--- src/rtl/afmt_pkg.sv ---
// shared types and constants of the adc pair average ascii formatter
`timescale 1ns / 1ps
`default_nettype none

package afmt_pkg;

   // default conversion width
   localparam int SAMPLE_BITS_DEFAULT = 10;

   // width of the value handed to the formatter (covers hex and binary text)
   localparam int VAL_BITS = 12;

   // configuration port
   localparam int CSR_INDEX_BITS = 2;
   localparam int CSR_DATA_BITS  = 3;
   localparam logic [CSR_INDEX_BITS-1:0] CSR_DISPLAY_MODE = 2'd0;
   localparam logic [CSR_INDEX_BITS-1:0] CSR_VOLT_PLACES  = 2'd1;

   // display modes
   localparam logic [1:0] MODE_HEX  = 2'd0;
   localparam logic [1:0] MODE_DEC  = 2'd1;
   localparam logic [1:0] MODE_BIN  = 2'd2;
   localparam logic [1:0] MODE_VOLT = 2'd3;

   localparam logic [1:0] MODE_RESET   = MODE_HEX;
   localparam logic [2:0] PLACES_RESET = 3'd4;
   localparam logic [2:0] PLACES_MIN   = 3'd1;
   localparam logic [2:0] PLACES_MAX   = 3'd4;

   // characters and command bytes
   localparam logic [7:0] CHAR_ZERO     = 8'h30;
   localparam logic [7:0] CHAR_SPACE    = 8'h20;
   localparam logic [7:0] CHAR_POINT    = 8'h2E;
   localparam logic [7:0] HEX_ALPHA_GAP = 8'd7;
   localparam logic [7:0] CMD_NEXT_LINE = 8'hC0;

   // voltage scaling: value * 5 / 1023 volts
   localparam int VOLT_FULL_SCALE = 1023;
   localparam int VOLT_GAIN       = 5;

   // depth of the queue between front and back
   localparam int QUEUE_DEPTH = 2;

   // one averaged value waiting to be formatted
   typedef struct packed {
      logic [VAL_BITS-1:0] value;
      logic [1:0]          mode;
      logic [2:0]          places;
   } item_type;

   typedef struct packed {
      logic     valid;
      item_type item;
   } q_port_type;

endpackage

`default_nettype wire

--- src/rtl/afmt_if.sv ---
// channel interfaces of the adc pair average ascii formatter
`timescale 1ns / 1ps
`default_nettype none

interface afmt_req_if;
   logic       valid;
   logic       ready;
   logic [7:0] sample_high;
   logic [1:0] sample_low;

   modport source (output valid, output sample_high, output sample_low, input ready);
   modport sink (input valid, input sample_high, input sample_low, output ready);
endinterface

interface afmt_rsp_if;
   logic       valid;
   logic       ready;
   logic [7:0] char_code;
   logic       is_command;
   logic       last_char;

   modport source (output valid, output char_code, output is_command, output last_char,
                   input ready);
   modport sink (input valid, input char_code, input is_command, input last_char,
                 output ready);
endinterface

`default_nettype wire

--- src/rtl/afmt_front.sv ---
// front end: config registers, pairing and averaging of samples
`timescale 1ns / 1ps
`default_nettype none

module afmt_front #(
   parameter int SAMPLE_BITS = afmt_pkg::SAMPLE_BITS_DEFAULT
) (
   input  wire logic                                clock,
   input  wire logic                                reset,
   afmt_req_if.sink                                 req_chan,
   input  wire logic                                csr_wr_en,
   input  wire logic [afmt_pkg::CSR_INDEX_BITS-1:0] csr_index,
   input  wire logic [afmt_pkg::CSR_DATA_BITS-1:0]  csr_wdata,
   input  wire logic                                q_full,
   output afmt_pkg::q_port_type                     q_push
);

   logic [1:0]             mode_ff, mode_in;
   logic [2:0]             places_ff, places_in;
   logic [SAMPLE_BITS-1:0] held_ff, held_in;
   logic                   have_first_ff, have_first_in;

   logic [afmt_pkg::VAL_BITS-1:0] raw;
   logic [SAMPLE_BITS-1:0]        sample;
   logic [SAMPLE_BITS:0]          sum;
   logic                          accept;
   logic                          places_ok;

   assign raw    = afmt_pkg::VAL_BITS'({req_chan.sample_high, req_chan.sample_low});
   assign sample = raw[SAMPLE_BITS-1:0];
   assign sum    = {1'b0, held_ff} + {1'b0, sample};

   // a first sample never pushes, so it may go in while the queue is full
   assign req_chan.ready = !q_full || !have_first_ff;
   assign accept         = req_chan.valid && req_chan.ready;

   assign places_ok = (places_ff >= afmt_pkg::PLACES_MIN) && (places_ff <= afmt_pkg::PLACES_MAX);

   always_comb begin
      mode_in   = mode_ff;
      places_in = places_ff;
      if (csr_wr_en) begin
         unique case (csr_index)
            afmt_pkg::CSR_DISPLAY_MODE: mode_in   = csr_wdata[1:0];
            afmt_pkg::CSR_VOLT_PLACES:  places_in = csr_wdata;
            default: ;
         endcase
      end
   end

   always_comb begin
      held_in          = held_ff;
      have_first_in    = have_first_ff;
      q_push.valid     = 1'b0;
      q_push.item.value  = afmt_pkg::VAL_BITS'(sum[SAMPLE_BITS:1]);
      q_push.item.mode   = mode_ff;
      q_push.item.places = places_ff;
      if (accept) begin
         have_first_in = !have_first_ff;
         if (!have_first_ff) begin
            held_in = sample;
         end else begin
            // voltage text with places out of range yields nothing
            q_push.valid = !(mode_ff == afmt_pkg::MODE_VOLT && !places_ok);
         end
      end
   end

   always_ff @(posedge clock) begin
      if (reset) begin
         mode_ff       <= afmt_pkg::MODE_RESET;
         places_ff     <= afmt_pkg::PLACES_RESET;
         held_ff       <= '0;
         have_first_ff <= 1'b0;
      end else begin
         mode_ff       <= mode_in;
         places_ff     <= places_in;
         held_ff       <= held_in;
         have_first_ff <= have_first_in;
      end
   end

endmodule

`default_nettype wire

--- src/rtl/afmt_queue.sv ---
// short queue of averaged values between front and back
`timescale 1ns / 1ps
`default_nettype none

module afmt_queue (
   input  wire logic            clock,
   input  wire logic            reset,
   input  afmt_pkg::q_port_type q_push,
   input  wire logic            q_pop,
   output logic                 q_full,
   output afmt_pkg::q_port_type q_head
);

   localparam int DEPTH      = afmt_pkg::QUEUE_DEPTH;
   localparam int PTR_BITS   = (DEPTH > 1) ? $clog2(DEPTH) : 1;
   localparam int COUNT_BITS = $clog2(DEPTH + 1);
   localparam logic [PTR_BITS-1:0]   PTR_LAST  = PTR_BITS'(DEPTH - 1);
   localparam logic [COUNT_BITS-1:0] COUNT_MAX = COUNT_BITS'(DEPTH);

   afmt_pkg::item_type slot_ff [DEPTH];

   logic [PTR_BITS-1:0]   wr_ptr_ff, wr_ptr_in;
   logic [PTR_BITS-1:0]   rd_ptr_ff, rd_ptr_in;
   logic [COUNT_BITS-1:0] count_ff, count_in;
   logic                  do_push, do_pop;

   assign q_full       = (count_ff == COUNT_MAX);
   assign q_head.valid = (count_ff != '0);
   assign q_head.item  = slot_ff[rd_ptr_ff];

   assign do_push = q_push.valid && !q_full;
   assign do_pop  = q_pop && q_head.valid;

   always_comb begin
      wr_ptr_in = wr_ptr_ff;
      rd_ptr_in = rd_ptr_ff;
      count_in  = count_ff;
      if (do_push) begin
         wr_ptr_in = (wr_ptr_ff == PTR_LAST) ? '0 : wr_ptr_ff + 1'b1;
      end
      if (do_pop) begin
         rd_ptr_in = (rd_ptr_ff == PTR_LAST) ? '0 : rd_ptr_ff + 1'b1;
      end
      if (do_push && !do_pop) begin
         count_in = count_ff + 1'b1;
      end else if (do_pop && !do_push) begin
         count_in = count_ff - 1'b1;
      end
   end

   always_ff @(posedge clock) begin
      if (do_push) begin
         slot_ff[wr_ptr_ff] <= q_push.item;
      end
   end

   always_ff @(posedge clock) begin
      if (reset) begin
         wr_ptr_ff <= '0;
         rd_ptr_ff <= '0;
         count_ff  <= '0;
      end else begin
         wr_ptr_ff <= wr_ptr_in;
         rd_ptr_ff <= rd_ptr_in;
         count_ff  <= count_in;
      end
   end

endmodule

`default_nettype wire

--- src/rtl/afmt_back.sv ---
// back end: character sequencer with one character step per cycle while the output is not stalled
`timescale 1ns / 1ps
`default_nettype none

module afmt_back (
   input  wire logic            clock,
   input  wire logic            reset,
   input  afmt_pkg::q_port_type q_head,
   output logic                 q_pop,
   afmt_rsp_if.source           rsp_chan
);

   localparam int VB = afmt_pkg::VAL_BITS;

   // largest quotient of one step: integer volts of a full-width value
   localparam int QUO_MAX = ((1 << VB) - 1) * afmt_pkg::VOLT_GAIN / afmt_pkg::VOLT_FULL_SCALE;

   logic               busy_ff, busy_in;
   afmt_pkg::item_type item_ff, item_in;
   logic [3:0]         pos_ff, pos_in;
   logic [VB-1:0]      rem_ff, rem_in;
   logic               started_ff, started_in;

   logic       out_valid_ff, out_valid_in;
   logic [7:0] out_char_ff, out_char_in;
   logic       out_cmd_ff, out_cmd_in;
   logic       out_last_ff, out_last_in;

   logic       step;
   logic [7:0] ch;
   logic       cmd;
   logic       last;
   logic [VB-1:0] rem_step;
   logic          started_step;
   logic          started_now;

   logic [15:0] div_t;
   logic [15:0] div_d;
   logic [15:0] div_sub;
   logic [4:0]  quo;
   logic [3:0]  nib;
   logic [3:0]  bit_idx;

   function automatic logic [7:0] hex_char(input logic [3:0] n);
      logic [7:0] c;
      c = afmt_pkg::CHAR_ZERO + 8'(n);
      if (n >= 4'd10) begin
         c = c + afmt_pkg::HEX_ALPHA_GAP;
      end
      return c;
   endfunction

   // dividend and divisor of this cycle's digit step
   always_comb begin
      div_t = 16'(rem_ff);
      div_d = 16'(afmt_pkg::VOLT_FULL_SCALE);
      if (item_ff.mode == afmt_pkg::MODE_DEC) begin
         case (pos_ff)
            4'd0:    div_d = 16'd1000;
            4'd1:    div_d = 16'd100;
            4'd2:    div_d = 16'd10;
            default: div_d = 16'd1;
         endcase
      end else if (pos_ff == 4'd0) begin
         div_t = 16'(item_ff.value) * 16'(afmt_pkg::VOLT_GAIN);
      end else begin
         div_t = 16'(rem_ff) * 16'd10;
      end
   end

   // one quotient digit by parallel compares against its multiples
   always_comb begin
      quo     = '0;
      div_sub = '0;
      for (int k = 1; k <= QUO_MAX; k++) begin
         if (div_t >= 16'(k) * div_d) begin
            quo     = 5'(k);
            div_sub = 16'(k) * div_d;
         end
      end
   end

   assign bit_idx     = 4'(VB - 1) - pos_ff;
   assign started_now = started_ff || (quo != 5'd0) || (pos_ff == 4'd3);

   always_comb begin
      ch           = afmt_pkg::CHAR_SPACE;
      cmd          = 1'b0;
      last         = 1'b0;
      rem_step     = rem_ff;
      started_step = started_ff;
      nib          = item_ff.value[3:0];
      unique case (item_ff.mode)
         afmt_pkg::MODE_HEX: begin
            case (pos_ff)
               4'd0:    nib = item_ff.value[11:8];
               4'd1:    nib = item_ff.value[7:4];
               default: nib = item_ff.value[3:0];
            endcase
            if (pos_ff == 4'd3) begin
               last = 1'b1;
            end else begin
               ch = hex_char(nib);
            end
         end
         afmt_pkg::MODE_DEC: begin
            if (pos_ff == 4'd4) begin
               last = 1'b1;
            end else begin
               started_step = started_now;
               rem_step     = VB'(div_t - div_sub);
               ch = started_now ? afmt_pkg::CHAR_ZERO + 8'(quo) : afmt_pkg::CHAR_SPACE;
            end
         end
         afmt_pkg::MODE_BIN: begin
            if (pos_ff < 4'd12) begin
               ch = afmt_pkg::CHAR_ZERO + 8'(item_ff.value[bit_idx]);
            end else if (pos_ff == 4'd12) begin
               ch  = afmt_pkg::CMD_NEXT_LINE;
               cmd = 1'b1;
            end else begin
               last = (pos_ff == 4'd14);
            end
         end
         afmt_pkg::MODE_VOLT: begin
            if (pos_ff == 4'd1) begin
               ch = afmt_pkg::CHAR_POINT;
            end else begin
               ch       = afmt_pkg::CHAR_ZERO + 8'(quo);
               rem_step = VB'(div_t - div_sub);
            end
            last = (pos_ff == 4'(item_ff.places) + 4'd1);
         end
      endcase
   end

   assign step  = busy_ff && (!out_valid_ff || rsp_chan.ready);
   assign q_pop = q_head.valid && (!busy_ff || (step && last));

   always_comb begin
      busy_in    = busy_ff;
      item_in    = item_ff;
      pos_in     = pos_ff;
      rem_in     = rem_ff;
      started_in = started_ff;
      if (step) begin
         pos_in     = pos_ff + 4'd1;
         rem_in     = rem_step;
         started_in = started_step;
         if (last) begin
            busy_in = 1'b0;
         end
      end
      if (q_pop) begin
         busy_in    = 1'b1;
         item_in    = q_head.item;
         pos_in     = '0;
         rem_in     = q_head.item.value;
         started_in = 1'b0;
      end
   end

   always_comb begin
      out_valid_in = out_valid_ff;
      out_char_in  = out_char_ff;
      out_cmd_in   = out_cmd_ff;
      out_last_in  = out_last_ff;
      if (step) begin
         out_valid_in = 1'b1;
         out_char_in  = ch;
         out_cmd_in   = cmd;
         out_last_in  = last;
      end else if (rsp_chan.ready) begin
         out_valid_in = 1'b0;
      end
   end

   assign rsp_chan.valid      = out_valid_ff;
   assign rsp_chan.char_code  = out_char_ff;
   assign rsp_chan.is_command = out_cmd_ff;
   assign rsp_chan.last_char  = out_last_ff;

   always_ff @(posedge clock) begin
      item_ff     <= item_in;
      pos_ff      <= pos_in;
      rem_ff      <= rem_in;
      started_ff  <= started_in;
      out_char_ff <= out_char_in;
      out_cmd_ff  <= out_cmd_in;
      out_last_ff <= out_last_in;
   end

   always_ff @(posedge clock) begin
      if (reset) begin
         busy_ff      <= 1'b0;
         out_valid_ff <= 1'b0;
      end else begin
         busy_ff      <= busy_in;
         out_valid_ff <= out_valid_in;
      end
   end

endmodule

`default_nettype wire

--- src/rtl/adc_pair_average_ascii_formatter_top.sv ---
// top level of the adc pair average ascii formatter
`timescale 1ns / 1ps
`default_nettype none

// channel     direction  transfer payload
// ----------  ---------  ------------------------------------------------
// req_chan    in         sample_high[7:0], sample_low[1:0]
// rsp_chan    out        char_code[7:0], is_command, last_char
// csr_*       in         csr_index[1:0], csr_wdata[2:0] on csr_wr_en
//
// the back end emits one character per cycle while the sink does not stall:
// 4 for hex, 5 for decimal, 15 for binary and places+2 for voltage text;
// the next value starts on the cycle after the last character
// on an idle block the pair's average passes the queue slot, the back end's
// item register and the output register before its first character is offered
// a first sample of a pair is taken at once; a second one waits only while
// the two-entry value queue is full; a character held in the output register
// while the sink stalls holds the back end as well
// synchronous reset clears control state and the held sample only; no clearing pass is needed

module adc_pair_average_ascii_formatter_top #(
   parameter int SAMPLE_BITS = afmt_pkg::SAMPLE_BITS_DEFAULT
) (
   input  wire logic                                clock,
   input  wire logic                                reset,
   afmt_req_if.sink                                 req_chan,
   afmt_rsp_if.source                               rsp_chan,
   input  wire logic                                csr_wr_en,
   input  wire logic [afmt_pkg::CSR_INDEX_BITS-1:0] csr_index,
   input  wire logic [afmt_pkg::CSR_DATA_BITS-1:0]  csr_wdata
);

   // front to queue and queue to back
   afmt_pkg::q_port_type q_push;
   afmt_pkg::q_port_type q_head;
   logic                 q_full;
   logic                 q_pop;

   // pairing, averaging and config registers
   afmt_front #(
      .SAMPLE_BITS (SAMPLE_BITS)
   ) u_front (
      .clock     (clock),
      .reset     (reset),
      .req_chan  (req_chan),
      .csr_wr_en (csr_wr_en),
      .csr_index (csr_index),
      .csr_wdata (csr_wdata),
      .q_full    (q_full),
      .q_push    (q_push)
   );

   // decouples averaging from the slow character stream
   afmt_queue u_queue (
      .clock  (clock),
      .reset  (reset),
      .q_push (q_push),
      .q_pop  (q_pop),
      .q_full (q_full),
      .q_head (q_head)
   );

   // character sequencer with registered output
   afmt_back u_back (
      .clock    (clock),
      .reset    (reset),
      .q_head   (q_head),
      .q_pop    (q_pop),
      .rsp_chan (rsp_chan)
   );

endmodule

`default_nettype wire

--- src/flat_wrapper.sv ---
// flat-port wrapper written by rule: the top's interface ports become plain ports
module adc_pair_average_ascii_formatter_top_flat 
#(
   parameter int SAMPLE_BITS = afmt_pkg::SAMPLE_BITS_DEFAULT
)
  (clock, reset, csr_wr_en, csr_index, csr_wdata, req_chan_valid, req_chan_sample_high, req_chan_sample_low, req_chan_ready, rsp_chan_valid, rsp_chan_char_code, rsp_chan_is_command, rsp_chan_last_char, rsp_chan_ready);
  afmt_req_if req_chan_i ();
  afmt_rsp_if rsp_chan_i ();
  input  wire logic clock;
  input  wire logic reset;
  input  wire logic csr_wr_en;
  input  wire logic [afmt_pkg::CSR_INDEX_BITS-1:0] csr_index;
  input  wire logic [afmt_pkg::CSR_DATA_BITS-1:0] csr_wdata;
  input wire logic [$bits(req_chan_i.valid)-1:0] req_chan_valid;
  input wire logic [$bits(req_chan_i.sample_high)-1:0] req_chan_sample_high;
  input wire logic [$bits(req_chan_i.sample_low)-1:0] req_chan_sample_low;
  output wire logic [$bits(req_chan_i.ready)-1:0] req_chan_ready;
  output wire logic [$bits(rsp_chan_i.valid)-1:0] rsp_chan_valid;
  output wire logic [$bits(rsp_chan_i.char_code)-1:0] rsp_chan_char_code;
  output wire logic [$bits(rsp_chan_i.is_command)-1:0] rsp_chan_is_command;
  output wire logic [$bits(rsp_chan_i.last_char)-1:0] rsp_chan_last_char;
  input wire logic [$bits(rsp_chan_i.ready)-1:0] rsp_chan_ready;
  assign req_chan_i.valid = req_chan_valid;
  assign req_chan_i.sample_high = req_chan_sample_high;
  assign req_chan_i.sample_low = req_chan_sample_low;
  assign req_chan_ready = req_chan_i.ready;
  assign rsp_chan_valid = rsp_chan_i.valid;
  assign rsp_chan_char_code = rsp_chan_i.char_code;
  assign rsp_chan_is_command = rsp_chan_i.is_command;
  assign rsp_chan_last_char = rsp_chan_i.last_char;
  assign rsp_chan_i.ready = rsp_chan_ready;
  adc_pair_average_ascii_formatter_top #(.SAMPLE_BITS(SAMPLE_BITS)) u_core (.clock(clock), .reset(reset), .req_chan(req_chan_i), .rsp_chan(rsp_chan_i), .csr_wr_en(csr_wr_en), .csr_index(csr_index), .csr_wdata(csr_wdata));
endmodule
--- config.mk ---
export PLATFORM = sky130hd
export DESIGN_NAME = adc_pair_average_ascii_formatter_top_flat
export DESIGN_NICKNAME = d
export VERILOG_FILES = /design/src/rtl/afmt_pkg.sv /design/src/rtl/afmt_if.sv /design/src/rtl/afmt_front.sv /design/src/rtl/afmt_queue.sv /design/src/rtl/afmt_back.sv /design/src/rtl/adc_pair_average_ascii_formatter_top.sv /design/src/flat_wrapper.sv
export SDC_FILE = /design/constraint.sdc
export NUM_CORES = 1
export LEC_CHECK = 0
export BUFFER_PORTS_ARGS = -buffer_cell sky130_fd_sc_hd__buf_2
export CORE_MARGIN = 2
export CORE_UTILIZATION = 35
export CTS_CLUSTER_DIAMETER = 100
export DETAILED_ROUTE_END_ITERATION = 10
export PLACE_DENSITY = 0.5
export SETUP_SLACK_MARGIN = 0.5
export SLEW_MARGIN = 40
export SYNTH_ARGS = -nofsm -noshare
export SYNTH_HDL_FRONTEND = slang
export SYNTH_SLANG_ARGS = --single-unit
--- constraint.sdc ---
create_clock -name clock -period 19.1 [get_ports clock]
set_input_delay 0 -clock clock [delete_from_list [all_inputs] [get_ports clock]]
set_output_delay 0 -clock clock [all_outputs]
set_load 0.01 [all_outputs]
==> results.sh <==
export IMPL_status="finished, final reports clean"
export IMPL_m1WireLength_mm=28.8
export IMPL_maxUsedRoutingLayer="met4"
export IMPL_clk_pin_slew_worst_paths_ns=0.07
export IMPL_postCtsHoldBufs=15
export IMPL_io_buffers=31
export IMPL_fillers=4584
export IMPL_dp_cells=2519
export IMPL_dr_pass1_iters=5
export IMPL_postSynthAreaPerCell_um2=8.21
export IMPL_slowest_delay_ns=1.01
export IMPL_maxCapViolCount=0
export IMPL_worst_pin_slew_ns=0.837
export IMPL_post_route_period_util_pct=60.4
export IMPL_first_iter_violations=1582
export IMPL_post_cts_setup_buffers=0
export IMPL_async_flop_share_pct=0
export IMPL_core_um2=44200
export IMPL_grt_pass1_wl_mm=104
export IMPL_n_antenna_cell=0
export IMPL_critPathBufInv=4
export IMPL_grt_pass1_vias=15600
export IMPL_fmax_mhz=86.7
export IMPL_cts_buffers=9
export IMPL_clk_latency_ns=0.35
export IMPL_antenna_left=0
export IMPL_grt_overflow_total=0
export IMPL_synth_edf_count=67
export IMPL_dp_hpwl_mm=55.9
export IMPL_postCtsResizedCells=0
export IMPL_crit_fanout=37
export IMPL_critical_path_top_delay_family="compound AO/OA/AOI/OAI gates"
export IMPL_synth_cell_area_um2=15700
export IMPL_cts_path_max_buffers=2
export IMPL_grt_use_total_pct=29.7
export IMPL_ctsRootBufferMaster="clkbuf_16"
export IMPL_drc_errors=0
export IMPL_via_per_inst=6.21
export IMPL_yosysTopAreaCell="ha_1"
export IMPL_wl_met3_mm=4.19
export IMPL_io_pins=32
export IMPL_hp_class="in2reg"
export IMPL_wl_met2_mm=32.6
export IMPL_nets=2290
export IMPL_setup_viol=0
export IMPL_setup_tns_ns=0
export IMPL_crit_slowest_cell="fa_1"
export IMPL_area_growth_pct=9.50
export IMPL_critPathLaunchType="flip-flop"
export IMPL_fin_util_pct=38.9
export IMPL_crit_arrival_ns=11.64
export IMPL_hold_violations=0
export IMPL_synth_seq_area_share_pct=16.4
export IMPL_synth_area_top_cells="ha_1, edfxtp_1, a21oi_1"
export IMPL_vias=15800
export IMPL_skew_ns=0.00749
export IMPL_antenna_found_initial=0
export IMPL_ys_flop_type="edfxtp_1"
export IMPL_ys_warn_count=0
export IMPL_die_area_um2=46600
export IMPL_gp_congestion=1.01
export IMPL_period_needed_ns=11.54
export IMPL_worst_setup_path_type="reg2reg"
export IMPL_maxSlewViolCount=0
export IMPL_required_ns=19.20
export IMPL_synth_common_cells="ha_1, a21oi_1, nand2_1, nor2_1, inv_1"
export IMPL_rows=77
export IMPL_synth_seq_cells=95
export IMPL_yosysMostFrequentCell="ha_1"
export IMPL_fin_cells=2550
export IMPL_cts_tree="built"
export IMPL_start_util_pct=35.5
export IMPL_end_kind="flip-flop"
export IMPL_drive_gt1_share_pct=8.99
export IMPL_slew_headroom_pct=43.3
export IMPL_grt_max_degree=38
export IMPL_hold_worst_slack_ns=0.0322
export IMPL_clock_sinks=95
export IMPL_syn_inst=1913
export IMPL_wl_per_cell_um=27.5
export IMPL_rsz0062_at_grt="no"
export IMPL_die_y_um=216
export IMPL_yosysTopAreaCellShare_pct=23.5
export IMPL_drt_total_wl_mm=70.1
export IMPL_die_w_um=216
export IMPL_cts_max_level=3
export IMPL_yosysUniqueCellTypes=97
[cell type report]
type	count	area (um2)	share of cell area, %
multi-input combinational	1641	12500	72.7
timing repair buffer	97	688	4.00
clock inverter	7	65.1	0.378
clock buffer	9	225	1.31
sequential	95	2570	15.0
inverter	109	409	2.38
tap	592	741	4.31
[sequential cells by signal, indices dropped and copies added, names as in the netlist, named ones only]
name	flops
u_core.u_back.busy_ff	1
u_core.u_queue.count_ff	2
u_core.u_back.rsp_chan.is_command	1
u_core.u_back.pos_ff	4
u_core.u_front.places_ff	3
u_core.u_queue.rd_ptr_ff	1
u_core.u_back.rem_ff	12
u_core.u_back.rsp_chan.valid	1
u_core.u_queue.slot_ff	30
u_core.u_back.rsp_chan.last_char	1
u_core.u_back.started_ff	1
u_core.u_front.mode_ff	2
u_core.u_back.item_ff	15
u_core.u_back.rsp_chan.char_code	8
u_core.u_front.have_first_ff	1
u_core.u_front.held_ff	10
u_core.u_queue.wr_ptr_ff	1
[per-layer routing]
metal / GRT usage (%) / up-vias
li1: - / 7354
met1: 36.9 / 7644
met2: 50.2 / 639
met3: 3.24 / 192
met4: 16.2 / 0
met5: 0 / -
[tightest hold or removal path, cell delays in order]
cell     delay, ns
buf_2         0.08
nor3b_1       0.07
mux2i_1       0.12
nor2_1        0.07
[final timing paths]
| check | startpoint | to | slack [ns] | cells after the start |
|---|---|---|---|---|
| worst max register to register | u_core.u_back.item_ff[4] | u_core.u_back.rem_ff[11] | 7.56 | 39 |
| worst max-delay path | u_core.u_back.item_ff[4] | u_core.u_back.rem_ff[11] | 7.56 | 39 |
| worst min-delay path | csr_index[1] | u_core.u_front.mode_ff[1] | 0.03 | 4 |
| worst min register to register | u_core.u_front.held_ff[5] | u_core.u_front.held_ff[5] | 0.46 | 2 |
[logic make-up after synthesis]
group,share of synthesized area [%]
simple gates,16.6
compound gates,28.1
buf+inv,4.58
xor+xnor,5.69
fa+ha+maj,26.3
flops,16.4
other cells,0.0239
mux,2.31
[per-stage QoR]
step / cell area (um2) / setup WS, ns
global route: 17200 / 7.06
detailed placement: 16700 / 7.86
global placement: 16700 / 7.88
CTS: 17200 / 7.82
floorplan: 15700 / 9.76
finish: 17200 / 7.56
[cells in the final DEF, fill, tap and decap left out, types with 13 or more instances in the layout]
cell type	n
buf_2	31
o21bai_1	14
edfxtp_1	67
nand2_1	148
a31oi_1	38
ha_1	295
and3_1	13
nor4_1	14
a21o_1	52
dfxtp_1	28
a211oi_1	31
o211ai_1	23
nand3_1	54
nor2_1	138
a211o_1	13
a21oi_1	172
xor2_1	27
fa_1	22
buf_4	51
inv_1	104
nand2b_1	20
xnor2_1	74
nand4_1	20
nor3_1	27
o21ai_0	98
o21a_1	29
and2_1	18
o21ai_1	17
dlygate4sd3_1	15
nor2b_1	19
mux2_2	22
Power is not shown: default switching activity piles up to over one toggle a cycle in this logic, so the estimate is an artifact.
